$ cat config.mk
export PLATFORM = sky130hd
export DESIGN_NAME = register_pool_allocator_unit
export DESIGN_NICKNAME = d
export VERILOG_FILES = /design/src/hdl/rpa_pkg.sv /design/src/hdl/register_pool_allocator_unit.sv
export SDC_FILE = /design/constraint.sdc
export NUM_CORES = 1
export LEC_CHECK = 0
export BUFFER_PORTS_ARGS = -buffer_cell sky130_fd_sc_hd__clkbuf_2
export CORE_MARGIN = 2
export CORE_UTILIZATION = 40
export CTS_CLUSTER_DIAMETER = 80
export CTS_CLUSTER_SIZE = 24
export DETAILED_ROUTE_END_ITERATION = 8
export SLEW_MARGIN = 20
export SYNTH_ARGS = -nofsm -noshare
export SYNTH_HDL_FRONTEND = slang
export SYNTH_SLANG_ARGS = --single-unit
$ cat constraint.sdc
create_clock -name clk -period 3.1 [get_ports clk]
set_input_delay 0.31 -clock clk [delete_from_list [all_inputs] [get_ports clk]]
set_output_delay 0.31 -clock clk [all_outputs]
set_load 0.03 [all_outputs]
$ cat src/hdl/rpa_pkg.sv
// ----------------------------------------------------------------------------
// Register pool allocator package
// Payload types, request and status codes and configuration indexes.
// ----------------------------------------------------------------------------
`default_nettype none

package rpa_pkg;

	localparam int REGS_PER_CLASS_DEF = 8;
	localparam int NUM_CLASSES_DEF    = 3;
	localparam int CFG_CLASSES        = 3;

	localparam logic [3:0] COUNT_MAX   = 4'd15;
	localparam logic [3:0] COUNT_RESET = 4'd8;

	localparam logic [1:0] MODE_RESET    = 2'd0;
	localparam logic [1:0] MODE_ANY      = 2'd1;
	localparam logic [1:0] MODE_SPECIFIC = 2'd2;
	localparam logic [1:0] MODE_RELEASE  = 2'd3;

	localparam logic [1:0] ST_OK     = 2'd0;
	localparam logic [1:0] ST_NOFREE = 2'd1;
	localparam logic [1:0] ST_INUSE  = 2'd2;

	localparam int CFG_IDX_W  = 3;
	localparam int CFG_DATA_W = 5;

	localparam logic [CFG_IDX_W-1:0] CFG_FIRST0 = 3'd0;
	localparam logic [CFG_IDX_W-1:0] CFG_FIRST1 = 3'd1;
	localparam logic [CFG_IDX_W-1:0] CFG_FIRST2 = 3'd2;
	localparam logic [CFG_IDX_W-1:0] CFG_START0 = 3'd3;
	localparam logic [CFG_IDX_W-1:0] CFG_START1 = 3'd4;
	localparam logic [CFG_IDX_W-1:0] CFG_START2 = 3'd5;

	typedef struct packed {
		logic [1:0] mode;
		logic [1:0] reg_class;
		logic [4:0] reg_index;
	} rpa_in_t;

	typedef struct packed {
		logic [4:0] granted_reg;
		logic [1:0] status;
		logic [3:0] avail_count;
		logic [4:0] lowest_used;
	} rpa_out_t;

endpackage

`default_nettype wire

$ cat src/hdl/register_pool_allocator_unit.sv
// ----------------------------------------------------------------------------
// Register pool allocator
// Keeps in-use flags, available counts and lowest-in-use marks for a pool of
// NUM_CLASSES classes of REGS_PER_CLASS registers. One flag comparator is
// stepped by a small sequencer, one flag per cycle, and one request is
// served at a time; the result waits in an output register.
// A pool reset sweeps every flag, allocate-any scans its class flag by flag,
// allocate-specific and release search the classes for the owner, and a
// request for a class or register outside the pool goes straight to the
// result. The next request is taken when the sequencer is back in idle.
// Reset clears all flags, loads counts of 8 and marks of (c + 1) *
// REGS_PER_CLASS, and loads the configuration registers with 8, 16, 24, 8, 8, 8.
// ----------------------------------------------------------------------------
`default_nettype none

module register_pool_allocator_unit #(
	parameter int REGS_PER_CLASS = rpa_pkg::REGS_PER_CLASS_DEF,
	parameter int NUM_CLASSES    = rpa_pkg::NUM_CLASSES_DEF
) (
	input  wire logic                             clk,
	input  wire logic                             arst_n,
	input  wire logic                             in_valid,
	output logic                                  in_stall,
	input  wire rpa_pkg::rpa_in_t                 in_data,
	output logic                                  out_valid,
	input  wire logic                             out_stall,
	output rpa_pkg::rpa_out_t                     out_data,
	input  wire logic                             cfg_wr_en,
	input  wire logic [rpa_pkg::CFG_IDX_W-1:0]    cfg_index,
	input  wire logic [rpa_pkg::CFG_DATA_W-1:0]   cfg_wdata
);
	import rpa_pkg::*;

	localparam int POOL      = REGS_PER_CLASS * NUM_CLASSES;
	localparam int PTW       = $clog2(POOL);
	localparam int PVW       = $clog2(POOL + 1);
	localparam int CW        = (PVW > 5) ? PVW : 5;
	localparam int OW        = $clog2(REGS_PER_CLASS);
	localparam int CLW       = (NUM_CLASSES > 1) ? $clog2(NUM_CLASSES) : 1;
	localparam int DEF_START = (REGS_PER_CLASS > 15) ? 15 : REGS_PER_CLASS;

	localparam logic [2:0] S_IDLE  = 3'd0;
	localparam logic [2:0] S_SWEEP = 3'd1;
	localparam logic [2:0] S_SCAN  = 3'd2;
	localparam logic [2:0] S_FIND  = 3'd3;
	localparam logic [2:0] S_DONE  = 3'd4;

	logic [2:0]     state_q;
	logic [1:0]     mode_q;
	logic [1:0]     req_cls_q;
	logic [PTW-1:0] ptr_q;
	logic [OW-1:0]  off_q;
	logic [CLW-1:0] rc_q;
	logic [CW-1:0]  base_q;
	logic           rep_ok_q;
	logic [4:0]     granted_q;
	logic [1:0]     status_q;

	logic [POOL-1:0] flags_q;
	logic [3:0]      counts_q [NUM_CLASSES];
	logic [CW-1:0]   lowest_q [NUM_CLASSES];

	logic [3:0] first0_q;
	logic [4:0] first1_q;
	logic [4:0] first2_q;
	logic [3:0] start_q [CFG_CLASSES];

	logic          out_valid_q;
	rpa_out_t      out_q;

	logic [CW-1:0] first_tab [NUM_CLASSES];
	logic [3:0]    start_tab [NUM_CLASSES];
	logic          accept;
	logic          in_cls_ok;
	logic [CW-1:0] in_idx_ext;
	logic          flag_rd;
	logic [3:0]    cnt_rd;
	logic [3:0]    cnt_dec;
	logic [3:0]    cnt_inc;
	logic [CW-1:0] ptr_ext;
	logic          out_free;
	rpa_out_t      res;

	always_comb begin
		for (int c = 0; c < NUM_CLASSES; c++) begin
			if (c == 0) begin
				first_tab[c] = CW'(first0_q);
				start_tab[c] = start_q[0];
			end else if (c == 1) begin
				first_tab[c] = CW'(first1_q);
				start_tab[c] = start_q[1];
			end else if (c == 2) begin
				first_tab[c] = CW'(first2_q);
				start_tab[c] = start_q[2];
			end else begin
				first_tab[c] = CW'((c + 1) * REGS_PER_CLASS);
				start_tab[c] = 4'(DEF_START);
			end
		end
	end

	assign in_stall   = (state_q != S_IDLE);
	assign accept     = in_valid && !in_stall;
	assign in_cls_ok  = (int'(in_data.reg_class) < NUM_CLASSES);
	assign in_idx_ext = CW'(in_data.reg_index);
	assign flag_rd    = flags_q[ptr_q];
	assign cnt_rd     = counts_q[rc_q];
	assign cnt_dec    = (cnt_rd == 4'd0) ? 4'd0 : cnt_rd - 4'd1;
	assign cnt_inc    = (cnt_rd == COUNT_MAX) ? COUNT_MAX : cnt_rd + 4'd1;
	assign ptr_ext    = CW'(ptr_q);
	assign out_free   = !out_valid_q || !out_stall;

	always_comb begin
		res.granted_reg = granted_q;
		res.status      = status_q;
		res.avail_count = rep_ok_q ? cnt_rd : 4'd0;
		res.lowest_used = rep_ok_q ? lowest_q[rc_q][4:0] : 5'd0;
	end

	always_ff @(posedge clk or negedge arst_n) begin
		if (!arst_n) begin
			first0_q <= 4'd8;
			first1_q <= 5'd16;
			first2_q <= 5'd24;
			for (int c = 0; c < CFG_CLASSES; c++) begin
				start_q[c] <= COUNT_RESET;
			end
		end else if (cfg_wr_en) begin
			case (cfg_index)
				CFG_FIRST0: first0_q   <= cfg_wdata[3:0];
				CFG_FIRST1: first1_q   <= cfg_wdata;
				CFG_FIRST2: first2_q   <= cfg_wdata;
				CFG_START0: start_q[0] <= cfg_wdata[3:0];
				CFG_START1: start_q[1] <= cfg_wdata[3:0];
				CFG_START2: start_q[2] <= cfg_wdata[3:0];
				default: ;
			endcase
		end
	end

	always_ff @(posedge clk or negedge arst_n) begin
		if (!arst_n) begin
			state_q     <= S_IDLE;
			out_valid_q <= 1'b0;
			flags_q     <= '0;
			for (int c = 0; c < NUM_CLASSES; c++) begin
				counts_q[c] <= COUNT_RESET;
				lowest_q[c] <= CW'((c + 1) * REGS_PER_CLASS);
			end
		end else begin
			if (state_q == S_DONE && out_free) begin
				out_valid_q <= 1'b1;
			end else if (out_valid_q && !out_stall) begin
				out_valid_q <= 1'b0;
			end
			case (state_q)
				S_IDLE: begin
					if (accept) begin
						mode_q    <= in_data.mode;
						req_cls_q <= in_data.reg_class;
						case (in_data.mode)
							MODE_RESET: begin
								granted_q <= 5'd0;
								status_q  <= ST_OK;
								rep_ok_q  <= in_cls_ok;
								ptr_q     <= '0;
								off_q     <= '0;
								rc_q      <= '0;
								state_q   <= S_SWEEP;
							end
							MODE_ANY: begin
								granted_q <= 5'd0;
								if (!in_cls_ok) begin
									status_q <= ST_NOFREE;
									rep_ok_q <= 1'b0;
									state_q  <= S_DONE;
								end else begin
									rep_ok_q <= 1'b1;
									rc_q     <= CLW'(in_data.reg_class);
									ptr_q    <= PTW'(int'(in_data.reg_class) * REGS_PER_CLASS
										+ REGS_PER_CLASS - 1);
									off_q    <= OW'(REGS_PER_CLASS - 1);
									state_q  <= S_SCAN;
								end
							end
							default: begin
								granted_q <= in_data.reg_index;
								if (in_idx_ext >= CW'(POOL)) begin
									status_q <= (in_data.mode == MODE_SPECIFIC) ? ST_INUSE : ST_OK;
									rep_ok_q <= 1'b0;
									state_q  <= S_DONE;
								end else begin
									ptr_q   <= PTW'(in_data.reg_index);
									rc_q    <= '0;
									base_q  <= '0;
									state_q <= S_FIND;
								end
							end
						endcase
					end
				end
				S_SWEEP: begin
					flags_q[ptr_q] <= (ptr_ext >= first_tab[rc_q]);
					ptr_q          <= PTW'(ptr_q + 1'b1);
					if (off_q == OW'(REGS_PER_CLASS - 1)) begin
						lowest_q[rc_q] <= first_tab[rc_q];
						counts_q[rc_q] <= start_tab[rc_q];
						off_q          <= '0;
						if (rc_q == CLW'(NUM_CLASSES - 1)) begin
							rc_q    <= CLW'(req_cls_q);
							state_q <= S_DONE;
						end else begin
							rc_q <= CLW'(rc_q + 1'b1);
						end
					end else begin
						off_q <= OW'(off_q + 1'b1);
					end
				end
				S_SCAN: begin
					if (!flag_rd) begin
						flags_q[ptr_q] <= 1'b1;
						counts_q[rc_q] <= cnt_dec;
						if (ptr_ext < lowest_q[rc_q]) begin
							lowest_q[rc_q] <= ptr_ext;
						end
						granted_q <= 5'(ptr_q);
						status_q  <= ST_OK;
						state_q   <= S_DONE;
					end else if (off_q == '0) begin
						status_q <= ST_NOFREE;
						state_q  <= S_DONE;
					end else begin
						ptr_q <= PTW'(ptr_q - 1'b1);
						off_q <= OW'(off_q - 1'b1);
					end
				end
				S_FIND: begin
					if (ptr_ext < CW'(base_q + CW'(REGS_PER_CLASS))) begin
						rep_ok_q <= 1'b1;
						state_q  <= S_DONE;
						if (mode_q == MODE_RELEASE) begin
							flags_q[ptr_q] <= 1'b0;
							counts_q[rc_q] <= cnt_inc;
							status_q       <= ST_OK;
						end else if (flag_rd) begin
							status_q <= ST_INUSE;
						end else begin
							flags_q[ptr_q] <= 1'b1;
							counts_q[rc_q] <= cnt_dec;
							if (ptr_ext < lowest_q[rc_q]) begin
								lowest_q[rc_q] <= ptr_ext;
							end
							status_q <= ST_OK;
						end
					end else begin
						base_q <= CW'(base_q + CW'(REGS_PER_CLASS));
						rc_q   <= CLW'(rc_q + 1'b1);
					end
				end
				S_DONE: begin
					if (out_free) begin
						state_q <= S_IDLE;
					end
				end
				default: begin
					state_q <= S_IDLE;
				end
			endcase
		end
	end

	always_ff @(posedge clk) begin
		if (state_q == S_DONE && out_free) begin
			out_q <= res;
		end
	end

	assign out_valid = out_valid_q;
	assign out_data  = out_q;

endmodule

`default_nettype wire

==> results of run 1 <==
-- flip-flops by register name (all words and copies together) (netlist names) --
register and flops:
granted_q 5, req_cls_q 2, state_q 3, lowest_q 15
counts_q 12, base_q 2, out_valid 1, off_q 3
out_data 16, start_q 12, rep_ok_q 1, status_q 2
mode_q 2, first2_q 5, first0_q 4, flags_q 24
ptr_ext 5, rc_q 2, first1_q 5
-- cell usage in the layout, fill, tap and decap left out, drive strengths merged, types with 5 or more instances in the layout --
master    n
mux2     46
o31ai    13
inv      16
ha       24
edfxtp   40
a22oi     5
o211ai    5
dfrtp    67
and2      5
nand4     5
nor2     54
clkinv    6
nand2b   10
nand3    13
nand3b    7
nand2    52
a31oi    10
buf      27
o21ai    55
clkbuf   58
o2bb2ai   8
nor3      7
mux2i    22
dfstp    14
nor2b    11
o32a      5
a21oi    57
-- cells by family (layout without fill, tap and decap cells) --
kind of cell	count (synthesis)	after routing
adder cells (fa/ha/maj)	25	25
buffers and inverters	50	113
AND/OR/NAND/NOR	189	189
AO/OA/AOI/OAI	195	195
multiplexers	72	72
flip-flops	121	121
XOR/XNOR	5	5
-- layer usage --
metal | GRT usage [%] | share of wire, % | wire length [µm] | up-vias
met5 | 0 | 0 | 0 | -
met1 | 26.4 | 43 | 7730 | 2760
met4 | 8.28 | 2.6 | 459 | 0
li1 | - | - | - | 2558
met3 | 4.83 | 5.0 | 885 | 42
met2 | 33.7 | 49 | 8740 | 190
-- Yosys cell counts, types with 4 or more instances --
library cell,number
nor3_1,7
inv_1,14
o21ai_0,51
mux2_2,31
a31oi_1,10
a21oi_1,57
nand3_1,13
o31ai_1,13
nor2_1,53
dfrtp_1,67
nand3b_1,7
nand2_1,52
clkbuf_1,22
nand2b_1,10
and2_1,5
o32a_1,5
buf_1,5
ha_1,24
edfxtp_1,40
mux2_1,15
dfstp_2,14
buf_2,7
o211ai_1,4
a21o_1,4
o2bb2ai_1,8
mux2i_1,22
nor2b_1,11
-- how the worst min path moves through the flow --
stage	startpoint	endpoint	slack (ns)	cells after the start
floorplan	arst_n	counts_q[0]	0.01	0
global placement	arst_n	start_q[2]	0.14	1
detailed placement	arst_n	start_q[2]	0.14	1
CTS	in_data[5]	req_cls_q[0]	0.12	1
global route	in_data[5]	req_cls_q[0]	0.12	1
finish	in_data[5]	req_cls_q[0]	0.13	1
-- power by group --
| group | total (mW) | internal (mW) | switching [mW] | leakage, nW |
|---|---|---|---|---|
| Sequential | 2.65 | 2.29 | 0.360 | 1.37 |
| Clock | 2.10 | 1.39 | 0.714 | 0.307 |
| Combinational | 3.63 | 1.37 | 2.25 | 1.63 |
-- what timing repair did --
action	CTS	global route
buffers inserted	0	0
endpoints found under the hold margin	6	0
endpoints found under the setup margin	0	4
resized for setup	0	1
hold buffers	1	0
-- metrics by stage --
| stage | util (%) | worst slack [ns] | instances |
|---|---|---|---|
| final | 47.3 | 0.264 | 945 |
| after global routing | 47.3 | 0.0634 | 945 |
| after CTS | 47.3 | 0.177 | 945 |
| after detailed placement | 43.6 | 0.171 | 912 |
| after global placement | 43.6 | 0.296 | 912 |
| after floorplan | - | 0.0598 | 657 |
-- cell type report --
cell class                      instances  area, µm²
Multi-Input combinational cell        486       3470
Timing Repair Buffer                   66        415
Clock inverter                         12        170
Inverter                               15       56.3
Tap cell                              225        282
Sequential cell                       121       3250
Clock buffer                           20        458
Fill cell                            1557       9010
==> metrics.cfg, run 1 <==
[setup_path]
required_ns = 3.41
cpPeakStageDelay_ns = 0.43
critPathLaunchType = flop
cp-end-kind = flop
cp_max_fo = 7
crit_path_end = flags_q[3]
timing.rr.end = flags_q[3]
cp-startpoint = rc_q[1]
crit_path_top_delay_cell = edfxtp_1
r2r_start = rc_q[1]
path_class = reg -> reg
path_cells = nor2b_1 > nand2_1 > o21ai_0 > ha_1 > nand2b_1 > a211oi_1 > o21a_1 > or2_2 > nand3_1 > o32a_1
path_delay_family = simple AND/OR/NAND/NOR gates
cp_num_cells = 10
r2r_slack_ns = 0.26
reg2regPathDepth = 10
cp.arrival_ns = 3.14
cp_num_buf_inv = 0

[detailed_routing]
vias = 5550
wl_um = 17800
final_antenna_net_count = 0
via_per_inst = 5.87
drtIter0Drc = 553
dr.pass1.iters = 8
wire_per_inst_um = 18.8
drc = 0

[clocking]
cts.htree.levels = 4
tritoncts = built
clockBufferDepth = 2
cts_buffers = 17
cts-root-buf = clkbuf_16
clock_latency_ns = 0.43
cts.reportedPaths.clkPinSlew_ns = 0.06
cts_sinks = 121

[global_routing]
grt_pass1_wl_um = 29100
grt_max_degree = 76
grt_overflow = 0
grt_pass1_vias = 5689
antenna_found_initial = 0
grt_usage_pct = 20.6

[placed_design]
dpl_cell_area_um2 = 7460
io_buffers = 39
gp_congestion = 0.882
dp_hpwl_um = 12900

[yosys]
ys_top_cells_by_area = dfrtp_1 (24%), edfxtp_1 (17%), dfstp_2 (5.3%), mux2_2 (5.1%), ha_1 (4.3%)
seq_area_frac_synth_pct = 47.0
synth_enable_flop_cells = 40
synth_mux_area_share_pct = 12.0
syn-num-nets = 704
ys_warn_count = 0
synth_compound_area_share_pct = 18.5
netlist_instances = 657
synth_seq_cells = 121
synth_area_um2 = 6910
synth-xor-area-share_pct = 0.634
synth_ff_type = dfrtp_1
synthDistinctLibCells = 75
synth-simple-area-share_pct = 14.3
synth-adder-area-share_pct = 4.63
ys_async_sr_fraction_pct = 66.9
yosysTopAreaCell = dfrtp_1
syn_avg_cell_area_um2 = 10.5
yosys.area.top_type_share_pct = 24.3
synth_top_family_by_area = compound AO/OA/AOI/OAI gates

[cells_and_area]
final_nets = 754
final_area_um2 = 8100
drive_gt1_share_pct = 22.1
area_growth_pct = 17.2
antenna_cells = 0

[sta]
period_needed_ns = 2.84
final.period_utilization_pct = 91.5
finClkSkew_ns = 0.00613
max_freq_ghz = 0.353
hold_viol_final = 0
setup_violations = 0
drv_slew = 0
slew_headroom_pct = 26.7
hold_ws_ns = 0.129
rsz0062_at_grt = no
fin_tns_setup_ns = 0
tightest_slew_ns = 1.09

[power]
ir_drop_mv = 0.503
power.density_cell_area_nw_per_um2 = 1030
leakagePower_nw = 3.30
finalPower_mw = 8.38

[floorplan]
core_um2 = 17100
chipHeight_um = 135
dieArea_um2 = 18300
die_w_um = 135
rows = 48
initial_core_util_pct = 40.4
ios = 40

[hold_path]
hp-class = in -> reg

[run_status]
status = finished, final reports clean

[job]
max_cap_violations = 0

Power figures use the tool's default switching activity.
==> inputs of run 2 (changes only) <==
--- a/config.mk
+++ b/config.mk
@@ -8,6 +8,7 @@
 export BUFFER_PORTS_ARGS = -buffer_cell sky130_fd_sc_hd__clkbuf_2
 export CORE_MARGIN = 2
 export CORE_UTILIZATION = 40
+export CTS_BUF_LIST = sky130_fd_sc_hd__clkbuf_2 sky130_fd_sc_hd__clkbuf_4 sky130_fd_sc_hd__clkbuf_8
 export CTS_CLUSTER_DIAMETER = 80
 export CTS_CLUSTER_SIZE = 24
 export DETAILED_ROUTE_END_ITERATION = 8
==> metrics.cfg, run 2 (synthesis gave the netlist of run 1 again) <==
[sta]
drv_slew = 0
worst_slack_ns = 0.262
finClkSkew_ns = 0.0108
period_needed_ns = 2.84
fin_tns_setup_ns = 0
slew_headroom_pct = 27.6
setup_violations = 0
hold_viol_final = 0
final.period_utilization_pct = 91.5
max_freq_ghz = 0.352
rsz0062_at_grt = no
tightest_slew_ns = 1.08

[cells_and_area]
area_growth_pct = 14.6
layout_commonest_cell = dfrtp_1
final_nets = 754
largest_reg_flops = 24
multi_input_area_um2 = 3470
fill_cells = 1583
drive_gt1_share_pct = 22.4
seq_area_um2 = 3250
top_register = flags_q
final_cell_mix = dfrtp_1 (67), a21oi_1 (56), nor2_1 (53)
antenna_cells = 0

[hold_path]
whs_endpoint = req_cls_q[0]
whs_path_depth = 1
worstHoldStart = in_data[5]
hp-class = in -> reg

[power]
power.switching_mw = 3.26
power.share.clock_pct = 20.5
power.density_cell_area_nw_per_um2 = 996
switching_share_pct = 41.3
internal_power_mw = 4.63
ir_drop_mv = 0.359
combPwrFrac_pct = 46.0
leakagePower_nw = 3.23
p_seq_share_pct = 33.5

[placed_design]
gp_congestion = 0.882
dp_hpwl_um = 12900
pre_cts_ws_ns = 0.171
io_buffers = 39

[global_routing]
use_met1_pct = 26.1
grt_overflow = 0
grt_use_met3_pct = 4.41
grt_pass1_vias = 5675
grt_pass1_wl_um = 29000
grt_max_degree = 76
antenna_found_initial = 0
top_usage_layer = met2
grt_usage_pct = 20.5
grt_use_met2_pct = 33.4

[setup_path]
reg2regPathDepth = 10
cp_max_fo = 7
cp-end-kind = flop
r2r_slack_ns = 0.26
r2r_start = rc_q[1]
critPathLaunchType = flop
path_class = reg -> reg
cp.arrival_ns = 3.18
required_ns = 3.44
timing.rr.end = flags_q[3]

[floorplan]
chipHeight_um = 135
ios = 40
core_um2 = 17100
die_w_um = 135
rows = 48
initial_core_util_pct = 40.4
dieArea_um2 = 18300

[clocking]
cts_sinks = 121
clock_latency_ns = 0.45
cts.reportedPaths.clkPinSlew_ns = 0.08
cts-root-buf = clkbuf_8
cts.htree.levels = 4
cts_buffers = 17
tritoncts = built
clockBufferDepth = 2

[detailed_routing]
drtIter0Drc = 465
wl_um = 17800
via_per_inst = 5.81
wire_per_inst_um = 18.8
final_antenna_net_count = 0
dr.pass1.iters = 5
vias = 5493
drc = 0

[run_status]
status = finished, final reports clean

[job]
max_cap_violations = 0

==> run 2: cell count changes in the layout (fill, tap and decap cells not counted) <==
cell / before / now
clkbuf_16: 18 / 0
clkbuf_8: 0 / 17
clkbuf_1: 2 / 0
clkbuf_4: 0 / 2
bufinv_16: 4 / 5
==> run 2: repair_timing <==
item / in CTS / in global routing
gates resized for setup: 0 / 1
setup endpoints to repair: 0 / 4
endpoints found under the hold margin: 6 / 0
buffers inserted: 0 / 0
hold buffers: 1 / 0
==> run 2: through the flow <==
step                      power [mW]  instances  cell area [µm²]  hold WS (ns)  utilization, %
after floorplan                 5.16        657             6910        0.0144               -
after global placement          6.14        912             7460         0.142            43.6
after detailed placement        6.24        912             7460         0.143            43.6
after CTS                       7.89        945             7920        0.0756            46.2
after global routing            8.42        945             7920        0.0840            46.3
final                           7.89        945             7920         0.102            46.3
==> run 2: how the worst max path moves through the flow <==
stage / startpoint / endpoint / cells after the start / slack (ns)
after floorplan: rc_q[1] / lowest_q[0] / 12 / 0.06
after global placement: rc_q[1] / lowest_q[1] / 11 / 0.30
after detailed placement: rc_q[1] / flags_q[11] / 10 / 0.17
after CTS: rc_q[1] / flags_q[8] / 10 / 0.17
after global routing: rc_q[1] / flags_q[1] / 10 / 0.06
final: rc_q[1] / flags_q[3] / 10 / 0.26
==> run 2: cell type report <==
type / instances / area share, %
timing repair buffer: 66 / 5.24
tap: 225 / 3.55
clock inverter: 13 / 2.53
clock buffer: 19 / 3.14
inverter: 15 / 0.711
sequential: 121 / 41.0
multi-input combinational: 486 / 43.9
==> run 2: routing by layer <==
metal	routed length, µm	vias up	part of all wire (%)
met5	0	-	0
met4	476	0	2.7
met3	778	43	4.4
met2	8700	168	49
met1	7820	2725	44
li1	-	2557	-
==> run 2: critical path: stages (launching register included) <==
cell and delay [ns]:
edfxtp_1 0.44, nor2b_1 0.42, nand2_1 0.11, o21ai_0 0.14, ha_1 0.29, nand2b_1 0.14
a211oi_1 0.24, o21a_1 0.17, or2_2 0.18, nand3_1 0.17, o32a_1 0.42
==> run 2: power by group through the flow <==
stage          combinational (mW)  sequential (mW)  clock [mW]
3_3_place_gp                 3.49             2.64           0
4_1_cts                      3.60             2.64        1.65
2_1_floorplan                2.52             2.64           0
6_report                     3.63             2.65        1.62
3_5_place_dp                 3.58             2.66           0
5_1_grt                      4.00             2.70        1.72
==> inputs of run 3 (changes only) <==
--- a/config.mk
+++ b/config.mk
@@ -12,6 +12,8 @@
 export CTS_CLUSTER_DIAMETER = 80
 export CTS_CLUSTER_SIZE = 24
 export DETAILED_ROUTE_END_ITERATION = 8
+export GPL_ROUTABILITY_DRIVEN = 0
+export GPL_TIMING_DRIVEN = 0
 export SLEW_MARGIN = 20
 export SYNTH_ARGS = -nofsm -noshare
 export SYNTH_HDL_FRONTEND = slang
==> metrics.cfg, run 3 (synthesis gave the netlist of run 1 again) <==
[detailed_routing]
wl_um = 18700
drtIter0Drc = 410
final_antenna_net_count = 0
vias = 5630
via_per_inst = 5.85
dr.pass1.iters = 5
wire_per_inst_um = 19.4
drc = 0

[setup_path]
r2r_slack_ns = 0.16
path_cells = buf_2 > buf_2 > mux4_2 > a22oi_2 > o211ai_4 > buf_2 > a2111oi_4
required_ns = 3.21
cp.arrival_ns = 3.05
critPathLaunchType = flop
path_class = reg -> reg
cp_common_cell = buf_2
cpPeakStageDelay_ns = 0.57
r2r_start = ptr_ext[1]
cp_max_fo = 10
path_delay_family = compound AO/OA/AOI/OAI gates
cp_num_buf_inv = 3
cp-end-kind = flop
cp-startpoint = ptr_ext[1]
crit_path_top_delay_cell = a2111oi_4

[clocking]
cts_buffers = 17
clockBufferDepth = 2
cts_sinks = 121
tritoncts = built
cts.htree.levels = 4
clock_latency_ns = 0.47
cts.reportedPaths.clkPinSlew_ns = 0.07
cts-root-buf = clkbuf_8

[hold_path]
hp-class = in -> reg
worstHoldStart = in_data[5]

[sta]
rsz0062_at_grt = no
period_needed_ns = 2.94
tightest_slew_ns = 1.12
max_freq_ghz = 0.341
setup_violations = 0
hold_viol_final = 0
slew_headroom_pct = 24.9
final.period_utilization_pct = 94.7
drv_slew = 0
finClkSkew_ns = 0.0129

[placed_design]
dpl_cell_area_um2 = 7420
io_buffers = 39
dp_hpwl_um = 13400

[cells_and_area]
final_cell_mix = dfrtp_1 (66), a21oi_1 (54), nor2_1 (53)
antenna_cells = 0
largest_reg_flops = 24
area_growth_pct = 14.8
top_register = flags_q
final_area_um2 = 7940
drive_gt1_share_pct = 23.9
fill_cells = 1591
layout_commonest_cell = dfrtp_1
final_nets = 771

[global_routing]
grt_max_degree = 84
grt_pass1_wl_um = 29900
grt_pass1_vias = 5768
grt_usage_pct = 21.5
antenna_found_initial = 0
grt_overflow = 0

[floorplan]
ios = 40
chipHeight_um = 135
core_um2 = 17100
dieArea_um2 = 18300
die_w_um = 135
rows = 48
initial_core_util_pct = 40.4

[run_status]
status = finished, final reports clean

[job]
max_cap_violations = 0

[power]
finalPower_mw = 7.78
leakagePower_nw = 3.23
ir_drop_mv = 0.380
power.density_cell_area_nw_per_um2 = 980

[run 3: changes by cell type in the layout (fill, tap and decap cells not counted), moves of 3 or more]
| cell | delta |
|---|---|
| buf_2 | +8 |
| buf_4 | -16 |
| bufinv_16 | -4 |
| clkbuf_1 | +13 |
| clkbuf_2 | +6 |
| clkbuf_4 | +5 |
| clkbuf_8 | +3 |
| clkinv_2 | +3 |
[run 3: power by group]
| part | switching [mW] | internal, mW |
|---|---|---|
| Sequential | 0.345 | 2.29 |
| Clock | 0.635 | 0.701 |
| Combinational | 2.39 | 1.42 |
| Total | 3.37 | 4.41 |
[run 3: stage by stage]
| stage | setup TNS (ns) | utilization, % | setup WS [ns] | hold slack (ns) | std cells |
|---|---|---|---|---|---|
| 2_1_floorplan | 0 | - | 0.0598 | 0.0144 | 657 |
| 3_3_place_gp | -31.31 | 43.2 | -0.986 | 0.404 | 921 |
| 3_5_place_dp | -26.06 | 43.4 | -0.793 | 0.402 | 922 |
| 4_1_cts | 0 | 45.9 | 0.00375 | 0.0670 | 957 |
| 5_1_grt | 0 | 46.4 | 0.00640 | 0.0724 | 962 |
| 6_report | 0 | 46.4 | 0.164 | 0.0784 | 962 |
[run 3: layout make-up]
| cell class | instances | area (µm²) | area share, % |
|---|---|---|---|
| plain buffers | 33 | 171 | 2.16 |
| flip-flops and latches | 121 | 3250 | 40.9 |
| well taps | 225 | 282 | 3.55 |
| clock buffers | 23 | 292 | 3.67 |
| repair buffers | 50 | 297 | 3.74 |
| inverters | 15 | 56.3 | 0.709 |
| clock inverters | 9 | 73.8 | 0.930 |
| multi-input cells | 486 | 3520 | 44.3 |
[run 3: final timing paths]
| path | endpoint | cells past startpoint |
|---|---|---|
| max | granted_q[1] | 7 |
| max reg2reg | granted_q[1] | 7 |
| max in group asynchronous | flags_q[15] | 2 |
| min | req_cls_q[0] | 1 |
| min in group asynchronous | state_q[1] | 2 |
| min reg2reg | out_data[11] | 0 |
[run 3: what timing repair did]
item | 4_1_cts | 5_1_grt
pin swaps | 1 | 2
setup endpoints to repair | 52 | 49
hold buffers | 1 | 0
setup buffers | 3 | 6
gates resized for setup | 18 | 14
hold endpoints to repair | 67 | 0
[run 3: layer usage]
| layer | global-route usage (%) | wire [µm] | vias to the layer above |
|---|---|---|---|
| met5 | 0 | 0 | - |
| met4 | 11.5 | 566 | 0 |
| met3 | 4.79 | 811 | 43 |
| met2 | 35.1 | 9340 | 175 |
| met1 | 26.7 | 7980 | 2814 |
| li1 | - | - | 2598 |
